File: config.mk
export PLATFORM = sky130hd
export DESIGN_NAME = mmbd_lane
export DESIGN_NICKNAME = d
export VERILOG_FILES = /design/src/hdl/mmbd_pkg.sv /design/src/hdl/mmbd_lane.sv
export SDC_FILE = /design/constraint.sdc
export NUM_CORES = 1
export LEC_CHECK = 0
export BUFFER_PORTS_ARGS = -buffer_cell sky130_fd_sc_hd__buf_4
export CAP_MARGIN = 20
export CORE_MARGIN = 2
export CORE_UTILIZATION = 55
export CTS_CLUSTER_DIAMETER = 60
export DETAILED_ROUTE_END_ITERATION = 10
export PLACE_DENSITY = 0.84
export SLEW_MARGIN = 10
export SYNTH_ARGS = -nofsm -noshare
export SYNTH_HDL_FRONTEND = slang
export SYNTH_SLANG_ARGS = --single-unit
File: constraint.sdc
create_clock -name clock -period 5.7 [get_ports clock]
set_input_delay 0.285 -clock clock [delete_from_list [all_inputs] [get_ports clock]]
set_output_delay 0.285 -clock clock [all_outputs]
set_load 0.02 [all_outputs]
File: src/hdl/mmbd_pkg.sv
// shared types and constants for the 2x2 mipmap box downsampler
// no dependencies; imported by every module of the block
package mmbd_pkg;

   localparam int LANES          = 4;
   localparam int CHAN_BITS      = 8;
   localparam int SUM_BITS       = CHAN_BITS + 1;
   localparam int DIM_BITS       = 12;
   localparam int COUNT_BITS     = 3;
   localparam int CSR_IDX_BITS   = 2;
   localparam int CSR_DATA_BITS  = 12;
   localparam int MAX_WIDTH_DEF  = 2048;

   localparam logic [DIM_BITS-1:0]   WIDTH_RESET  = 12'd256;
   localparam logic [DIM_BITS-1:0]   HEIGHT_RESET = 12'd256;
   localparam logic [COUNT_BITS-1:0] COUNT_RESET  = 3'd4;

   typedef enum logic [CSR_IDX_BITS-1:0] {
      CSR_IMAGE_WIDTH     = 2'd0,
      CSR_IMAGE_HEIGHT    = 2'd1,
      CSR_COMPONENT_COUNT = 2'd2
   } csr_index_type;

   // per-transfer decode from the position tracker to the datapath
   typedef struct packed {
      logic             held_load;  // capture this pixel as left/top half of a pair
      logic             sum_wr;     // store pair sums of an even row
      logic             emit;       // this transfer produces a result
      logic             done;       // last result of the reduced image
      logic             is_2d;      // four-pixel average instead of a pair average
      logic [LANES-1:0] lane_en;    // components in use
   } mmbd_ctrl_type;

endpackage

File: src/hdl/mmbd_lane.sv
// one component lane: pair sum, held pixel, and the final average
// uses mmbd_pkg for channel and sum widths
module mmbd_lane (
   input  logic                          clock,
   input  logic                          reset,
   input  logic                          held_load,
   input  logic                          s1_load,
   input  logic [mmbd_pkg::CHAN_BITS-1:0] px,
   input  logic [mmbd_pkg::SUM_BITS-1:0]  top,
   input  logic                          is_2d,
   output logic [mmbd_pkg::SUM_BITS-1:0]  pair_sum,
   output logic [mmbd_pkg::CHAN_BITS-1:0] result
);
   import mmbd_pkg::*;

   logic [CHAN_BITS-1:0] held_ff;
   logic [SUM_BITS-1:0]  sum_ff;
   logic [SUM_BITS:0]    quad;

   assign pair_sum = {1'b0, held_ff} + {1'b0, px};

   always_ff @(posedge clock) begin
      if (reset) begin
         held_ff <= '0;
      end else if (held_load) begin
         held_ff <= px;
      end
   end

   always_ff @(posedge clock) begin
      if (s1_load) begin
         sum_ff <= pair_sum;
      end
   end

   assign quad = {1'b0, top} + {1'b0, sum_ff};

   always_comb begin
      if (is_2d) begin
         result = quad[SUM_BITS:2];
      end else begin
         result = sum_ff[SUM_BITS-1:1];
      end
   end

endmodule

==> impl_metrics.toml, run 1 <==
[timing]
slew_violations = 0
fin_crit_sh_pct = 45.4
hold_violations = 0
setup_viol = 0
skew_ns = 0.00108
hold_slack_ns = 0.211
tightest_slew_ns = 0.377
grt_setup_unrepaired = "false"
setup_ws_ns = 3.11
relSlewSlack_pct = 74.6
fin_setup_tns_ns = 0
fmax_mhz = 387
period_needed_ns = 2.59

[hold_path]
hold_path.class = "in2reg"

[logic_synthesis]
seq_area_frac_synth_pct = 32.4
netlist_instances = 133
yosys.area.top_type_share_pct = 20.4
ys_types = 42
syn-cell-area_sq_um = 1330
synth.avg_cell_area_sq_um = 9.98
yosys_warnings = 0
synth_area_leader_cell = "edfxtp_1"
synth.net_count = 172
synth_seq_cells = 17
netlist_top_cells_area = "edfxtp_1 20%, ha_1 15%, dfxtp_1 12%"

[power]
pwr_density_cell_nw_per_um2 = 243
p_clk_share_pct = 15.8
p_int_uw = 258
power_uw = 404
pwr-share-seq_pct = 36.9
switching_share_pct = 36.3
combinationalPowerShare_pct = 47.3
switching_power_uw = 147
leakage_nw = 0.788
vdd_drop_max_mv = 0.215

[flow_run]
drv_cap = 0

[routing]
viasPerCell = 5.74
drc = 0
ant_nets = 0
post_drt_wl_per_cell_um = 13.4
vias = 1148
drtIter0Drc = 6
drtPass1Iterations = 4
drt_wl_total_um = 2670

[cts]
htree_levels = 1
cts_tree = "yes"
clockBufferDepth = 2
cts_setup_buffers = 0
path_clk_slew_ns = 0.09
cts_buffers = 3
cts.sinks = 17
clock-root-buffer = "clkbuf_4"
ctsHoldBuffers = 0
ctsResizeCount = 0
clock_latency_ns = 0.29

[setup_path]
crit_fanout = 4
worstSetupStartpointType = "register"
worstPathArrival_ns = 2.30
critical_path_class = "reg2out"
setup.worst_path.end_class = "primary output"
cp.required_ns = 5.41

[floorplanning]
rows = 17
dieWidth_um = 53.1
io_pins = 39
dieArea_sq_um = 2820
die_h_um = 53.1
core_area_sq_um = 2250
start_util_pct = 58.9

[global_routing]
grt_usage_pct = 21.7
grt.overflow.total = 0
grt_pass1_wl_um = 4410
antenna_found_initial = 0
grt_max_degree = 12
grt_pass1_vias = 1089

[final_layout]
final_nets = 212
utilization_pct = 73.7
areaGrowthSynthToFinish_pct = 25.2
drive_above_1_share_pct = 28.5
final_common_cell = "buf_4"
layout_common_cells = "38 x buf_4, 16 x ha_1, 10 x nor2_1"
diodes = 0

[placed_design]
gp_congestion = 0.831
place_hpwl_um = 2220
place.port_buffers = 38
pre_cts_ws_ns = 3.34

[outcome]
status = "completed"
-- kinds of logic after synthesis --
| group | synth area share (%) |
|---|---|
| adder cells (fa/ha/maj) | 16.6 |
| XOR/XNOR | 5.28 |
| AO/OA/AOI/OAI | 20.8 |
| multiplexers | 9.33 |
| AND/OR/NAND/NOR | 14.0 |
| buffers and inverters | 1.51 |
| flip-flops | 32.4 |
-- synthesized netlist by cell type, drive strengths merged --
cell	number
o31ai	1
a31oi	1
a31o	1
o21bai	1
xnor2	4
fa	1
ha	16
clkbuf	1
mux2	3
nand3	4
and3	2
and4	1
edfxtp	9
nor2	10
dfxtp	8
nor2b	3
nand2	7
o31a	1
o21a	2
a21o	6
o21ai	6
nor4	1
a221oi	1
or3	2
a211oi	4
a21oi	10
buf	2
inv	2
o311ai	1
a311oi	1
a2111o	1
nor3	3
nand2b	1
nand4	2
xor2	4
a22o	1
mux2i	9
-- worst max-delay path: stages, from the launching register on --
cell      delay [ns]
dfxtp_1         0.32
ha_1            0.22
fa_1            0.41
a21o_1          0.18
a21o_1          0.22
a2111o_1        0.41
nand3_1         0.10
buf_4           0.15
-- final cells by class --
type,instances,area [sq um]
clock buffers,4,26.3
fillers,175,593
inverters,2,7.51
multi-input cells,111,877
flip-flops and latches,17,430
well taps,28,35.0
repair buffers,38,285
-- through the flow --
step           area, sq um  std cells
2_1_floorplan         1330        133
3_3_place_gp          1640        196
4_1_cts               1660        200
3_5_place_dp          1640        196
5_1_grt               1660        200
6_report              1660        200
-- state kept, by name, summed over array words and instances (netlist names) --
register / count
held_ff: 8
sum_ff: 9
-- per-layer routing --
layer | track usage, % | vias up | routed length, um
li1 | - | 591 | -
met1 | 23.7 | 526 | 1100
met2 | 40.8 | 27 | 1440
met3 | 1.98 | 4 | 87
met4 | 11.5 | 0 | 44
met5 | 0 | - | 0
-- power by group through the flow --
stage,logic (mW),clock network (mW),registers (mW)
after floorplan,0.128,0,0.149
after global placement,0.184,0,0.151
after global routing,0.208,0.0726,0.150
after CTS,0.191,0.0671,0.149
final,0.191,0.0640,0.149
after detailed placement,0.190,0,0.152
-- final timing paths --
| check | startpoint | to | slack, ns | cells after the start |
|---|---|---|---|---|
| worst max-delay path | held_ff[0] | pair_sum[6] | 3.11 | 7 |
| worst min-delay path | reset | held_ff[6] | 0.21 | 2 |
| worst max register to register | held_ff[0] | sum_ff[6] | 3.70 | 6 |
| worst min register to register | held_ff[4] | held_ff[4] | 0.51 | 2 |
(Power assumes the default switching activity.)
==> inputs of run 2 (changes only) <==
- ABC_AREA: unset -> 1
- CORE_UTILIZATION: 55 -> 46
- PLACE_DENSITY: 0.84 -> 0.75
- clock period: 5.7 -> 2.2 ns (I/O delays scaled with it)
==> run 2 against run 1 <==
Worst hold slack worse by 0.18 ns. Power up 150%. Worst setup slack worse by 3.0 ns. Critical endpoint unchanged. Sequential cell count unchanged. Critical path type unchanged.
==> impl_metrics.toml, run 2 <==
[outcome]
status = "completed"

[setup_path]
cp_top_family = "adder cells"
worstPathArrival_ns = 1.97
cp_slowest_cell = "fa_1"
max_stage_delay_ns = 0.41
setup.worst_path.end_class = "primary output"
worstSetupStartpointType = "register"
crit_chain = "ha_1, fa_1, nand3_1, nand2_1, a21boi_2, xor2_1, buf_4"
critical_path_class = "reg2out"
path_buf_inv = 1
crit_fanout = 2
cp.required_ns = 2.09

[cts]
htree_levels = 1
ctsResizeCount = 0
cts_buffers = 3
ctsHoldBuffers = 0
clock-root-buffer = "clkbuf_4"
cts.sinks = 17
clockBufferDepth = 2
path_clk_slew_ns = 0.09
clock_latency_ns = 0.29
cts_tree = "yes"
cts_setup_buffers = 0

[floorplanning]
io_pins = 39
rows = 19
dieWidth_um = 57.6
dieArea_sq_um = 3310
die_h_um = 57.6
start_util_pct = 48.3
core_area_sq_um = 2730

[logic_synthesis]
netlist_top_cells_area = "edfxtp_1 20%, nand2_1 16%, ha_1 15%"
seq_area_frac_synth_pct = 32.6
synth-main-ff-cell = "edfxtp_1"
synth_edf_count = 9
synth.avg_cell_area_sq_um = 7.72
synthTopCellsByCount = "55 x nand2_1, 16 x a21oi_1, 16 x ha_1, 14 x inv_1, 12 x nand3_1"
netlist_instances = 171
yosys.area.top_type_share_pct = 20.5
synth_most_common_cell = "nand2_1"
syn-cell-area_sq_um = 1320
synth_seq_cells = 17
synth_area_leader_cell = "edfxtp_1"
yosys_warnings = 0
synth.net_count = 210
ys_types = 29
postSynth.asyncResetShare_pct = 0

[routing]
vias = 1211
drtIter0Drc = 22
viasPerCell = 5.02
drc = 0
ant_nets = 0
post_drt_wl_per_cell_um = 10.4
drt_wl_total_um = 2510
drtPass1Iterations = 4

[timing]
period_needed_ns = 2.08
tightest_slew_ns = 0.302
relSlewSlack_pct = 79.8
fin_setup_tns_ns = 0
fmax_mhz = 482
setup_viol = 0
grt_setup_unrepaired = "false"
fin_crit_sh_pct = 94.3
hold_violations = 0
slew_violations = 0
skew_ns = 0.00251

[placed_design]
dp_cells = 237
gp_congestion = 0.842
place.port_buffers = 38
place_hpwl_um = 2140

[final_layout]
diodes = 0
largest_reg_flops = 9
areaGrowthSynthToFinish_pct = 25.5
reg.largest.list = "sum_ff: 9 flops, held_ff: 8 flops"
final_nets = 250
fin_cells = 241
layout_common_cells = "55 x nand2_1, 38 x buf_4, 16 x a21oi_1, 16 x ha_1, 14 x inv_1"
final_common_cell = "nand2_1"
nFillCells = 265
drive_above_1_share_pct = 25.7
regMostFlops = "sum_ff"

[global_routing]
grt_usage_pct = 16.4
grt.overflow.total = 0
antenna_found_initial = 0
grt_pass1_vias = 1178
grt_max_degree = 12
grt_pass1_wl_um = 4370

[flow_run]
drv_cap = 0

[power]
pwr-share-seq_pct = 38.1
leakage_nw = 0.852
combinationalPowerShare_pct = 45.4
switching_share_pct = 37.1
p_clk_share_pct = 16.5
switching_power_uw = 371
vdd_drop_max_mv = 0.451
p_int_uw = 629
pwr_density_cell_nw_per_um2 = 604

[hold_path]
hold_path.class = "in2reg"
-- run 2: cell count changes in the layout (fill, tap and decap cells not counted), sizes merged, moves of 5 or more --
cell / before / now
a21oi: 10 / 18
nand3: 4 / 13
nand2: 7 / 60
mux2i: 9 / 0
inv: 2 / 15
a21o: 6 / 1
-- run 2: worst paths after layout --
check	from	endpoint	slack (ns)	cells after the start
hold reg to reg	held_ff[3]	held_ff[3]	0.47	2
hold / removal	reset	held_ff[4]	0.03	2
setup / recovery	held_ff[0]	pair_sum[6]	0.12	7
setup reg to reg	held_ff[0]	sum_ff[8]	0.48	8
-- run 2: worst reg2reg max path, stage by stage, from the launching register on --
cell and delay [ns]:
dfxtp_1 0.32, ha_1 0.20, fa_1 0.41, nand3_1 0.09
nand2_1 0.10, a21boi_2 0.17, o21ai_1 0.07, nand2_1 0.05
nand2_1 0.06
-- run 2: cell type report --
type | count | area [sq um] | share of cell area (%)
timing repair buffer | 38 | 285 | 17.2
tap | 31 | 38.8 | 2.34
multi-input combinational | 134 | 812 | 49.0
clock buffer | 4 | 26.3 | 1.59
sequential | 17 | 430 | 26.0
inverter | 17 | 63.8 | 3.85
-- run 2: logic make-up after synthesis --
group / share of synthesized area, %
and+or+nand+nor: 27.0
xor gates and xnor gates: 4.64
AOI/OAI and AO/OA: 13.2
buffers and inverters: 5.88
adders and majority gates: 16.7
DFF: 32.6
-- run 2: routing by layer --
| metal | global-route usage (%) | wire length (um) |
|---|---|---|
| met1 | 18.4 | 1100 |
| met2 | 31.7 | 1270 |
| met3 | 1.36 | 107 |
| met4 | 5.98 | 34 |
| met5 | 0 | 0 |
-- run 2: power by group through the flow --
stage                     clock [mW]  combinational, mW  sequential, mW
after floorplan                    0              0.303           0.385
after global placement             0              0.444           0.387
after detailed placement           0              0.455           0.388
after CTS                      0.168              0.457           0.381
after global routing           0.179              0.502           0.384
final                          0.165              0.454           0.381
-- run 2: per-stage QoR --
| stage | instance area (sq um) | utilization, % | hold WS (ns) | worst slack (ns) | power, mW |
|---|---|---|---|---|---|
| after floorplan | 1320 | - | 0.222 | 0.350 | 0.688 |
| after global placement | 1630 | 59.6 | 0.337 | 0.487 | 0.832 |
| after detailed placement | 1630 | 59.6 | 0.340 | 0.427 | 0.843 |
| after CTS | 1660 | 60.6 | 0.0295 | 0.104 | 1.01 |
| after global routing | 1660 | 60.6 | 0.0422 | 0.0151 | 1.07 |
| final | 1660 | 60.6 | 0.0279 | 0.125 | 1.00 |
