[config.mk]
export PLATFORM = sky130hd
export DESIGN_NAME = mmbd_ctrl
export DESIGN_NICKNAME = d
export VERILOG_FILES = /design/src/hdl/mmbd_pkg.sv /design/src/hdl/mmbd_ctrl.sv
export SDC_FILE = /design/constraint.sdc
export NUM_CORES = 1
export LEC_CHECK = 0
export BUFFER_PORTS_ARGS = -buffer_cell sky130_fd_sc_hd__buf_4
export CELL_PAD_IN_SITES_DETAIL_PLACEMENT = 0
export CELL_PAD_IN_SITES_GLOBAL_PLACEMENT = 1
export CORE_UTILIZATION = 45
export DETAILED_ROUTE_END_ITERATION = 7
export PLACE_DENSITY = 0.85
export SETUP_SLACK_MARGIN = 0.05
export SLEW_MARGIN = 20
export SYNTH_ARGS = -nofsm -noshare
export SYNTH_HDL_FRONTEND = slang
export SYNTH_SLANG_ARGS = --single-unit
[constraint.sdc]
create_clock -name clock -period 4.94 [get_ports clock]
set_input_delay 0.247 -clock clock [delete_from_list [all_inputs] [get_ports clock]]
set_output_delay 0.247 -clock clock [all_outputs]
set_load 0.03 [all_outputs]
[src/hdl/mmbd_pkg.sv]
// shared types and constants for the 2x2 mipmap box downsampler
// no dependencies; imported by every module of the block
package mmbd_pkg;

   localparam int LANES          = 4;
   localparam int CHAN_BITS      = 8;
   localparam int SUM_BITS       = CHAN_BITS + 1;
   localparam int DIM_BITS       = 12;
   localparam int COUNT_BITS     = 3;
   localparam int CSR_IDX_BITS   = 2;
   localparam int CSR_DATA_BITS  = 12;
   localparam int MAX_WIDTH_DEF  = 2048;

   localparam logic [DIM_BITS-1:0]   WIDTH_RESET  = 12'd256;
   localparam logic [DIM_BITS-1:0]   HEIGHT_RESET = 12'd256;
   localparam logic [COUNT_BITS-1:0] COUNT_RESET  = 3'd4;

   typedef enum logic [CSR_IDX_BITS-1:0] {
      CSR_IMAGE_WIDTH     = 2'd0,
      CSR_IMAGE_HEIGHT    = 2'd1,
      CSR_COMPONENT_COUNT = 2'd2
   } csr_index_type;

   // per-transfer decode from the position tracker to the datapath
   typedef struct packed {
      logic             held_load;  // capture this pixel as left/top half of a pair
      logic             sum_wr;     // store pair sums of an even row
      logic             emit;       // this transfer produces a result
      logic             done;       // last result of the reduced image
      logic             is_2d;      // four-pixel average instead of a pair average
      logic [LANES-1:0] lane_en;    // components in use
   } mmbd_ctrl_type;

endpackage

[src/hdl/mmbd_ctrl.sv]
// configuration registers, raster position and per-transfer decode
// uses mmbd_pkg for the csr codes and the control struct
module mmbd_ctrl #(
   parameter int MAX_WIDTH = mmbd_pkg::MAX_WIDTH_DEF,
   parameter int CW        = $clog2(MAX_WIDTH),
   parameter int AW        = 10
) (
   input  logic                              clock,
   input  logic                              reset,
   input  logic                              csr_write_en,
   input  logic [mmbd_pkg::CSR_IDX_BITS-1:0]  csr_index,
   input  logic [mmbd_pkg::CSR_DATA_BITS-1:0] csr_write_data,
   input  logic                              accept,
   output mmbd_pkg::mmbd_ctrl_type           ctrl,
   output logic [AW-1:0]                     idx
);
   import mmbd_pkg::*;

   localparam int WW = CW + 1;

   logic [DIM_BITS-1:0]   width_ff, height_ff;
   logic [COUNT_BITS-1:0] count_ff;
   logic [CW-1:0]         col_ff, col_in;
   logic [DIM_BITS-1:0]   row_ff, row_in;

   logic [31:0]         w32;
   logic [WW-1:0]       w, wl, colx, colp1;
   logic [DIM_BITS-1:0] h, hl;
   logic [DIM_BITS:0]   rowp1;
   logic [CW-1:0]       half;
   logic [2:0]          cc;
   logic in_img, one_d, horiz, pos_in, pos_odd, pos_last, in_2d, pair;

   // csr writes
   always_ff @(posedge clock) begin
      if (reset) begin
         width_ff  <= WIDTH_RESET;
         height_ff <= HEIGHT_RESET;
         count_ff  <= COUNT_RESET;
      end else if (csr_write_en) begin
         unique case (csr_index)
            CSR_IMAGE_WIDTH:     width_ff  <= csr_write_data[DIM_BITS-1:0];
            CSR_IMAGE_HEIGHT:    height_ff <= csr_write_data[DIM_BITS-1:0];
            CSR_COMPONENT_COUNT: count_ff  <= csr_write_data[COUNT_BITS-1:0];
            default: ;
         endcase
      end
   end

   // effective geometry
   always_comb begin
      w32 = (width_ff == '0) ? 32'd1 : {{(32-DIM_BITS){1'b0}}, width_ff};
      if (w32 > MAX_WIDTH) begin
         w32 = MAX_WIDTH;
      end
      w     = w32[WW-1:0];
      h     = (height_ff == '0) ? DIM_BITS'(1) : height_ff;
      wl    = {w[WW-1:1], 1'b0};
      hl    = {h[DIM_BITS-1:1], 1'b0};
      cc    = (count_ff == '0) ? 3'd1 : ((count_ff > 3'd4) ? 3'd4 : count_ff);
      colx  = {1'b0, col_ff};
      colp1 = colx + WW'(1);
      rowp1 = {1'b0, row_ff} + (DIM_BITS+1)'(1);
   end

   // classification of the current position
   always_comb begin
      in_img   = (colx < w) && (row_ff < h) && !((w == WW'(1)) && (h == DIM_BITS'(1)));
      one_d    = (h == DIM_BITS'(1)) || (w == WW'(1));
      horiz    = (h == DIM_BITS'(1));
      pos_in   = horiz ? (colx < wl) : (row_ff < hl);
      pos_odd  = horiz ? col_ff[0] : row_ff[0];
      pos_last = horiz ? (colx == wl - WW'(1)) : (row_ff == hl - DIM_BITS'(1));
      in_2d    = !one_d && (colx < wl) && (row_ff < hl);
      pair     = in_img && ((one_d && pos_in && pos_odd) || (in_2d && col_ff[0]));

      ctrl.held_load = accept && in_img &&
                       ((one_d && pos_in && !pos_odd) || (in_2d && !col_ff[0]));
      ctrl.sum_wr    = accept && pair && !one_d && !row_ff[0];
      ctrl.emit      = accept && pair && (one_d || row_ff[0]);
      ctrl.done      = one_d ? pos_last :
                       ((colx == wl - WW'(1)) && (row_ff == hl - DIM_BITS'(1)));
      ctrl.is_2d     = !one_d;
      for (int i = 0; i < LANES; i++) begin
         ctrl.lane_en[i] = (i < int'(cc));
      end
      half = col_ff >> 1;
      idx  = half[AW-1:0];
   end

   // raster advance
   always_comb begin
      col_in = col_ff;
      row_in = row_ff;
      if (colp1 >= w) begin
         col_in = '0;
         row_in = (rowp1 >= {1'b0, h}) ? '0 : rowp1[DIM_BITS-1:0];
      end else if (row_ff >= h) begin
         col_in = '0;
         row_in = '0;
      end else begin
         col_in = colp1[CW-1:0];
      end
   end

   always_ff @(posedge clock) begin
      if (reset) begin
         col_ff <= '0;
         row_ff <= '0;
      end else if (accept) begin
         col_ff <= col_in;
         row_ff <= row_in;
      end
   end

endmodule

==> out/qor.txt <==
hold wc startpoint: csr_write_data[8]
worst-skew pair later-pin latency: 310 ps
clock net sink count: 50
worst setup path startpoint: width_ff[3]
effective utilization at floorplan: 0.4642
critical path startpoint category: flop
minimum period implied by the final worst setup slack: 4172 ps
via density per instance: 5.586
final period utilization: 0.8446
static leakage: 1.983 nW
via count of the first global-routing pass: 3,962
launch instance of the worst register-to-register path: width_ff[3]
Port-buffer cells: 35
Detail Placement HPWL: 8849 um
clock tree from TritonCTS: done
endpoint arrival time on the critical path: 4420 ps
worst max-slew margin expressed relative to the limit: 0.3719
antenna violations before repair: 0
area of the core: 9774 um2
delay contributed by the slowest stage of the critical path: 650 ps
post-synthesis async set-or-reset flop share: 0
slack of the worst reg-to-reg path: 770 ps
final count of hold timing violations: 0
count of flip-flops with a built-in enable after synthesis: 0
Util after Layout: 0.4971
clock skew after layout: 11.37 ps
number of placed I/O pins: 37
Worst Hold Path Cells: 2
Antenna Diode Count: 0
routed length per placed instance: 15.57 um
run status: complete, no violations
Synthesized Nets: 670
start-to-end type of the worst setup path: flop to flop
DIE WIDTH: 102.4 um
end point of the most critical hold path: height_ff[8]
Max Root-Sink Buffers: 2
Total Routing Usage GR: 0.2327
sum of routed wire length over all layers: 11,350 um
reported max-cap violation count: 0
Yosys warning total: 0
count of final setup violators: 0
Hold WC Path Type: input pin to flop
Setup TNS: 0 ps
number of optimization iterations in the first detailed-route pass: 4
clock-pin slew on the worst setup and hold paths: 110 ps
Area growth syn-to-layout: 7.088%
fill cell instance count of the final layout: 992
most used flip-flop cell after synthesis: sky130_fd_sc_hd__dfxtp_1
number of H-tree branching levels: 2
hold buffers post-CTS: 0
net count reported at finish: 666
cell at the root of the clock tree: sky130_fd_sc_hd__clkbuf_8
cells traversed along the worst timing path: or4_1 > or4_4 > a21oi_1 > ha_1 > a21bo_2 > a21oi_1 > o21ai_0 > a41oi_1 > o2111ai_1 > nand3b_1 > a21oi_1
cell with the most instances on the worst path: sky130_fd_sc_hd__a21oi_1
number of synthesized register bits: 50
# Post-CTS Setup Buffers: 0
critical path data required time: 5190 ps
DRC violation count after routing: 0
fmax: 239.7 MHz
areal power density over the cells: 185.6 nW/um2
post-synthesis area per instance: 7.574 um2
number of distinct library cells after synthesis: 59
wire length of the first global-routing pass: 19,290 um
slew at the pin closest to its max-slew limit: 941.2 ps
unrepaired setup endpoints after global routing: no
total standard cell area after synthesis: 4537 um2
maximum number of pins on one net before global-route repair: 61
Vert. Die Dim: 102.4 um
ratio of cells with drive above 1 in the final layout: 0.09396
post-detailed-route count of antenna-violating nets: 0
number of cell rows: 36
number of cells traversed by the worst register-to-register path: 11
initial DRC count: 221
max-slew violation count: 0
slowest library cell on the worst path: sky130_fd_sc_hd__or4_1
number of gates resized after CTS: 0
type of destination of the critical path: flop
highest ir drop seen on vdd: 114.1 uV
sum of overflow across all layers after global routing: 0
proportion of synthesized chip area in sequential cells: 0.2206
cts bufs inserted: 5
number of standard cells after synthesis: 599
maximum fanout count along the critical path: 12
Die Footprint: 10,490 um2
total number of vias: 4,072
weighted congestion reported at the end of routability-driven placement: 0.8722
reg-to-reg endpoint: row_ff[11]
## how the worst max path moves through the flow
stage	end	cells after the start	slack, ps
final	row_ff[11]	11	770
after global routing	col_ff[1]	13	360
after CTS	row_ff[11]	11	810
after detailed placement	row_ff[11]	11	830
after global placement	row_ff[11]	11	960
after floorplan	row_ff[10]	12	1460
## cell type report
class,count,area [um2],share of cell area
Tap cell,133,166.4,0.03425
Multi-Input combinational cell,472,3203,0.6593
Clock inverter,3,28.78,0.005923
Inverter,28,105.1,0.02163
Timing Repair Buffer,38,285.3,0.05872
Sequential cell,50,1001,0.2060
Clock buffer,5,68.82,0.01416
## flip-flops by register name (all words and copies together) (netlist names)
name / count
height_ff: 12
col_ff: 11
width_ff: 12
count_ff: 3
row_ff: 12
## cells in the mapped netlist, types with 3 or more instances
master                      number  area (um2)
sky130_fd_sc_hd__nand2_1        76       285.3
sky130_fd_sc_hd__ha_1           53       663.1
sky130_fd_sc_hd__dfxtp_1        50        1001
sky130_fd_sc_hd__a21oi_1        49       245.2
sky130_fd_sc_hd__nor2_1         36       135.1
sky130_fd_sc_hd__clkbuf_1       35       131.4
sky130_fd_sc_hd__inv_1          28       105.1
sky130_fd_sc_hd__xnor2_1        25       219.0
sky130_fd_sc_hd__o21ai_0        24       120.1
sky130_fd_sc_hd__nand2b_1       21       131.4
sky130_fd_sc_hd__xor2_1         20       175.2
sky130_fd_sc_hd__nand3_1        17       85.08
sky130_fd_sc_hd__buf_4          11       82.58
sky130_fd_sc_hd__mux2i_1        11       110.1
sky130_fd_sc_hd__nor2b_1        11       68.82
sky130_fd_sc_hd__nand4_1        10       62.56
sky130_fd_sc_hd__nor3_1         10       50.05
sky130_fd_sc_hd__o32ai_1         9       78.83
sky130_fd_sc_hd__a21o_1          8       60.06
sky130_fd_sc_hd__nand3b_1        8       60.06
sky130_fd_sc_hd__and3_1          7       43.79
sky130_fd_sc_hd__nor3b_1         6       45.04
sky130_fd_sc_hd__a211oi_1        5       37.54
sky130_fd_sc_hd__a31oi_1         5       31.28
sky130_fd_sc_hd__o21a_1          5       37.54
sky130_fd_sc_hd__nor4_1          4       25.02
sky130_fd_sc_hd__o2111ai_1       4       35.03
sky130_fd_sc_hd__o31ai_1         4       30.03
sky130_fd_sc_hd__or4_1           4       30.03
sky130_fd_sc_hd__and4_1          3       26.28
sky130_fd_sc_hd__nand4b_1        3       26.28
sky130_fd_sc_hd__or2_2           3       18.77
sky130_fd_sc_hd__or3_1           3       18.77
## power by group
group	total [mW]	switching (mW)	internal, mW
Clock	0.273	0.166	0.107
Combinational	0.202	0.118	0.0838
Sequential	0.427	0.0141	0.413
Total	0.902	0.299	0.603
## cells in the final DEF (no fill, tap or decap), types with 5 or more instances in the layout
master,Yosys,routed
sky130_fd_sc_hd__and3_1,7,7
sky130_fd_sc_hd__nor2_1,36,36
sky130_fd_sc_hd__clkbuf_8,0,5
sky130_fd_sc_hd__xor2_1,20,20
sky130_fd_sc_hd__o21ai_0,24,24
sky130_fd_sc_hd__nand2b_1,21,21
sky130_fd_sc_hd__a21o_1,8,8
sky130_fd_sc_hd__nand3_1,17,17
sky130_fd_sc_hd__nor3b_1,6,6
sky130_fd_sc_hd__a211oi_1,5,5
sky130_fd_sc_hd__inv_1,28,28
sky130_fd_sc_hd__nand3b_1,8,8
sky130_fd_sc_hd__nand2_1,76,76
sky130_fd_sc_hd__nand4_1,10,10
sky130_fd_sc_hd__nor2b_1,11,11
sky130_fd_sc_hd__o32ai_1,9,9
sky130_fd_sc_hd__a21oi_1,49,49
sky130_fd_sc_hd__ha_1,53,53
sky130_fd_sc_hd__xnor2_1,25,25
sky130_fd_sc_hd__nor3_1,10,10
sky130_fd_sc_hd__dfxtp_1,50,50
sky130_fd_sc_hd__mux2i_1,11,11
sky130_fd_sc_hd__o21a_1,5,5
sky130_fd_sc_hd__buf_4,11,38
sky130_fd_sc_hd__a31oi_1,5,5
## cells by family after synthesis
family          Yosys count  share of synthesized area
compound gates          133                     0.1873
simple gates            229                     0.2606
other cells               1                  0.0008266
mux                      11                    0.02427
buf+inv                  77                    0.07336
flops                    50                     0.2206
xor+xnor                 45                    0.08687
fa+ha+maj                53                     0.1462
## per-layer routing
metal | part of all wire | wire length [um] | vias to the layer above | GRT usage
met3 | 0.027 | 305 | 12 | 0.02873
met2 | 0.46 | 5242 | 72 | 0.3841
met4 | 0.011 | 121 | 0 | 0.05495
met5 | 0 | 0 | - | 0
li1 | - | - | 2090 | -
met1 | 0.50 | 5678 | 1898 | 0.3219
## per-stage QoR
stage	hold WS [ps]	instance area, um2	std cells	total power, mW	setup slack, ps
2_1_floorplan	364.8	4537	599	0.5815	1463
3_3_place_gp	464.5	4761	721	0.6326	962.5
3_5_place_dp	476.1	4761	721	0.6360	832.8
4_1_cts	144.6	4858	729	0.9086	805.9
5_1_grt	149.8	4858	729	0.9555	363.5
6_report	154.9	4858	729	0.9019	767.6
## critical path, delay by kind of cell (launching register included)
kind / cells / cell delay, ps
AO/OA/AOI/OAI: 7 / 1900
AND/OR/NAND/NOR: 3 / 1560
flip-flops: 1 / 380
adder cells (fa/ha/maj): 1 / 270
Note: power is estimated with default switching activity, not from simulation.
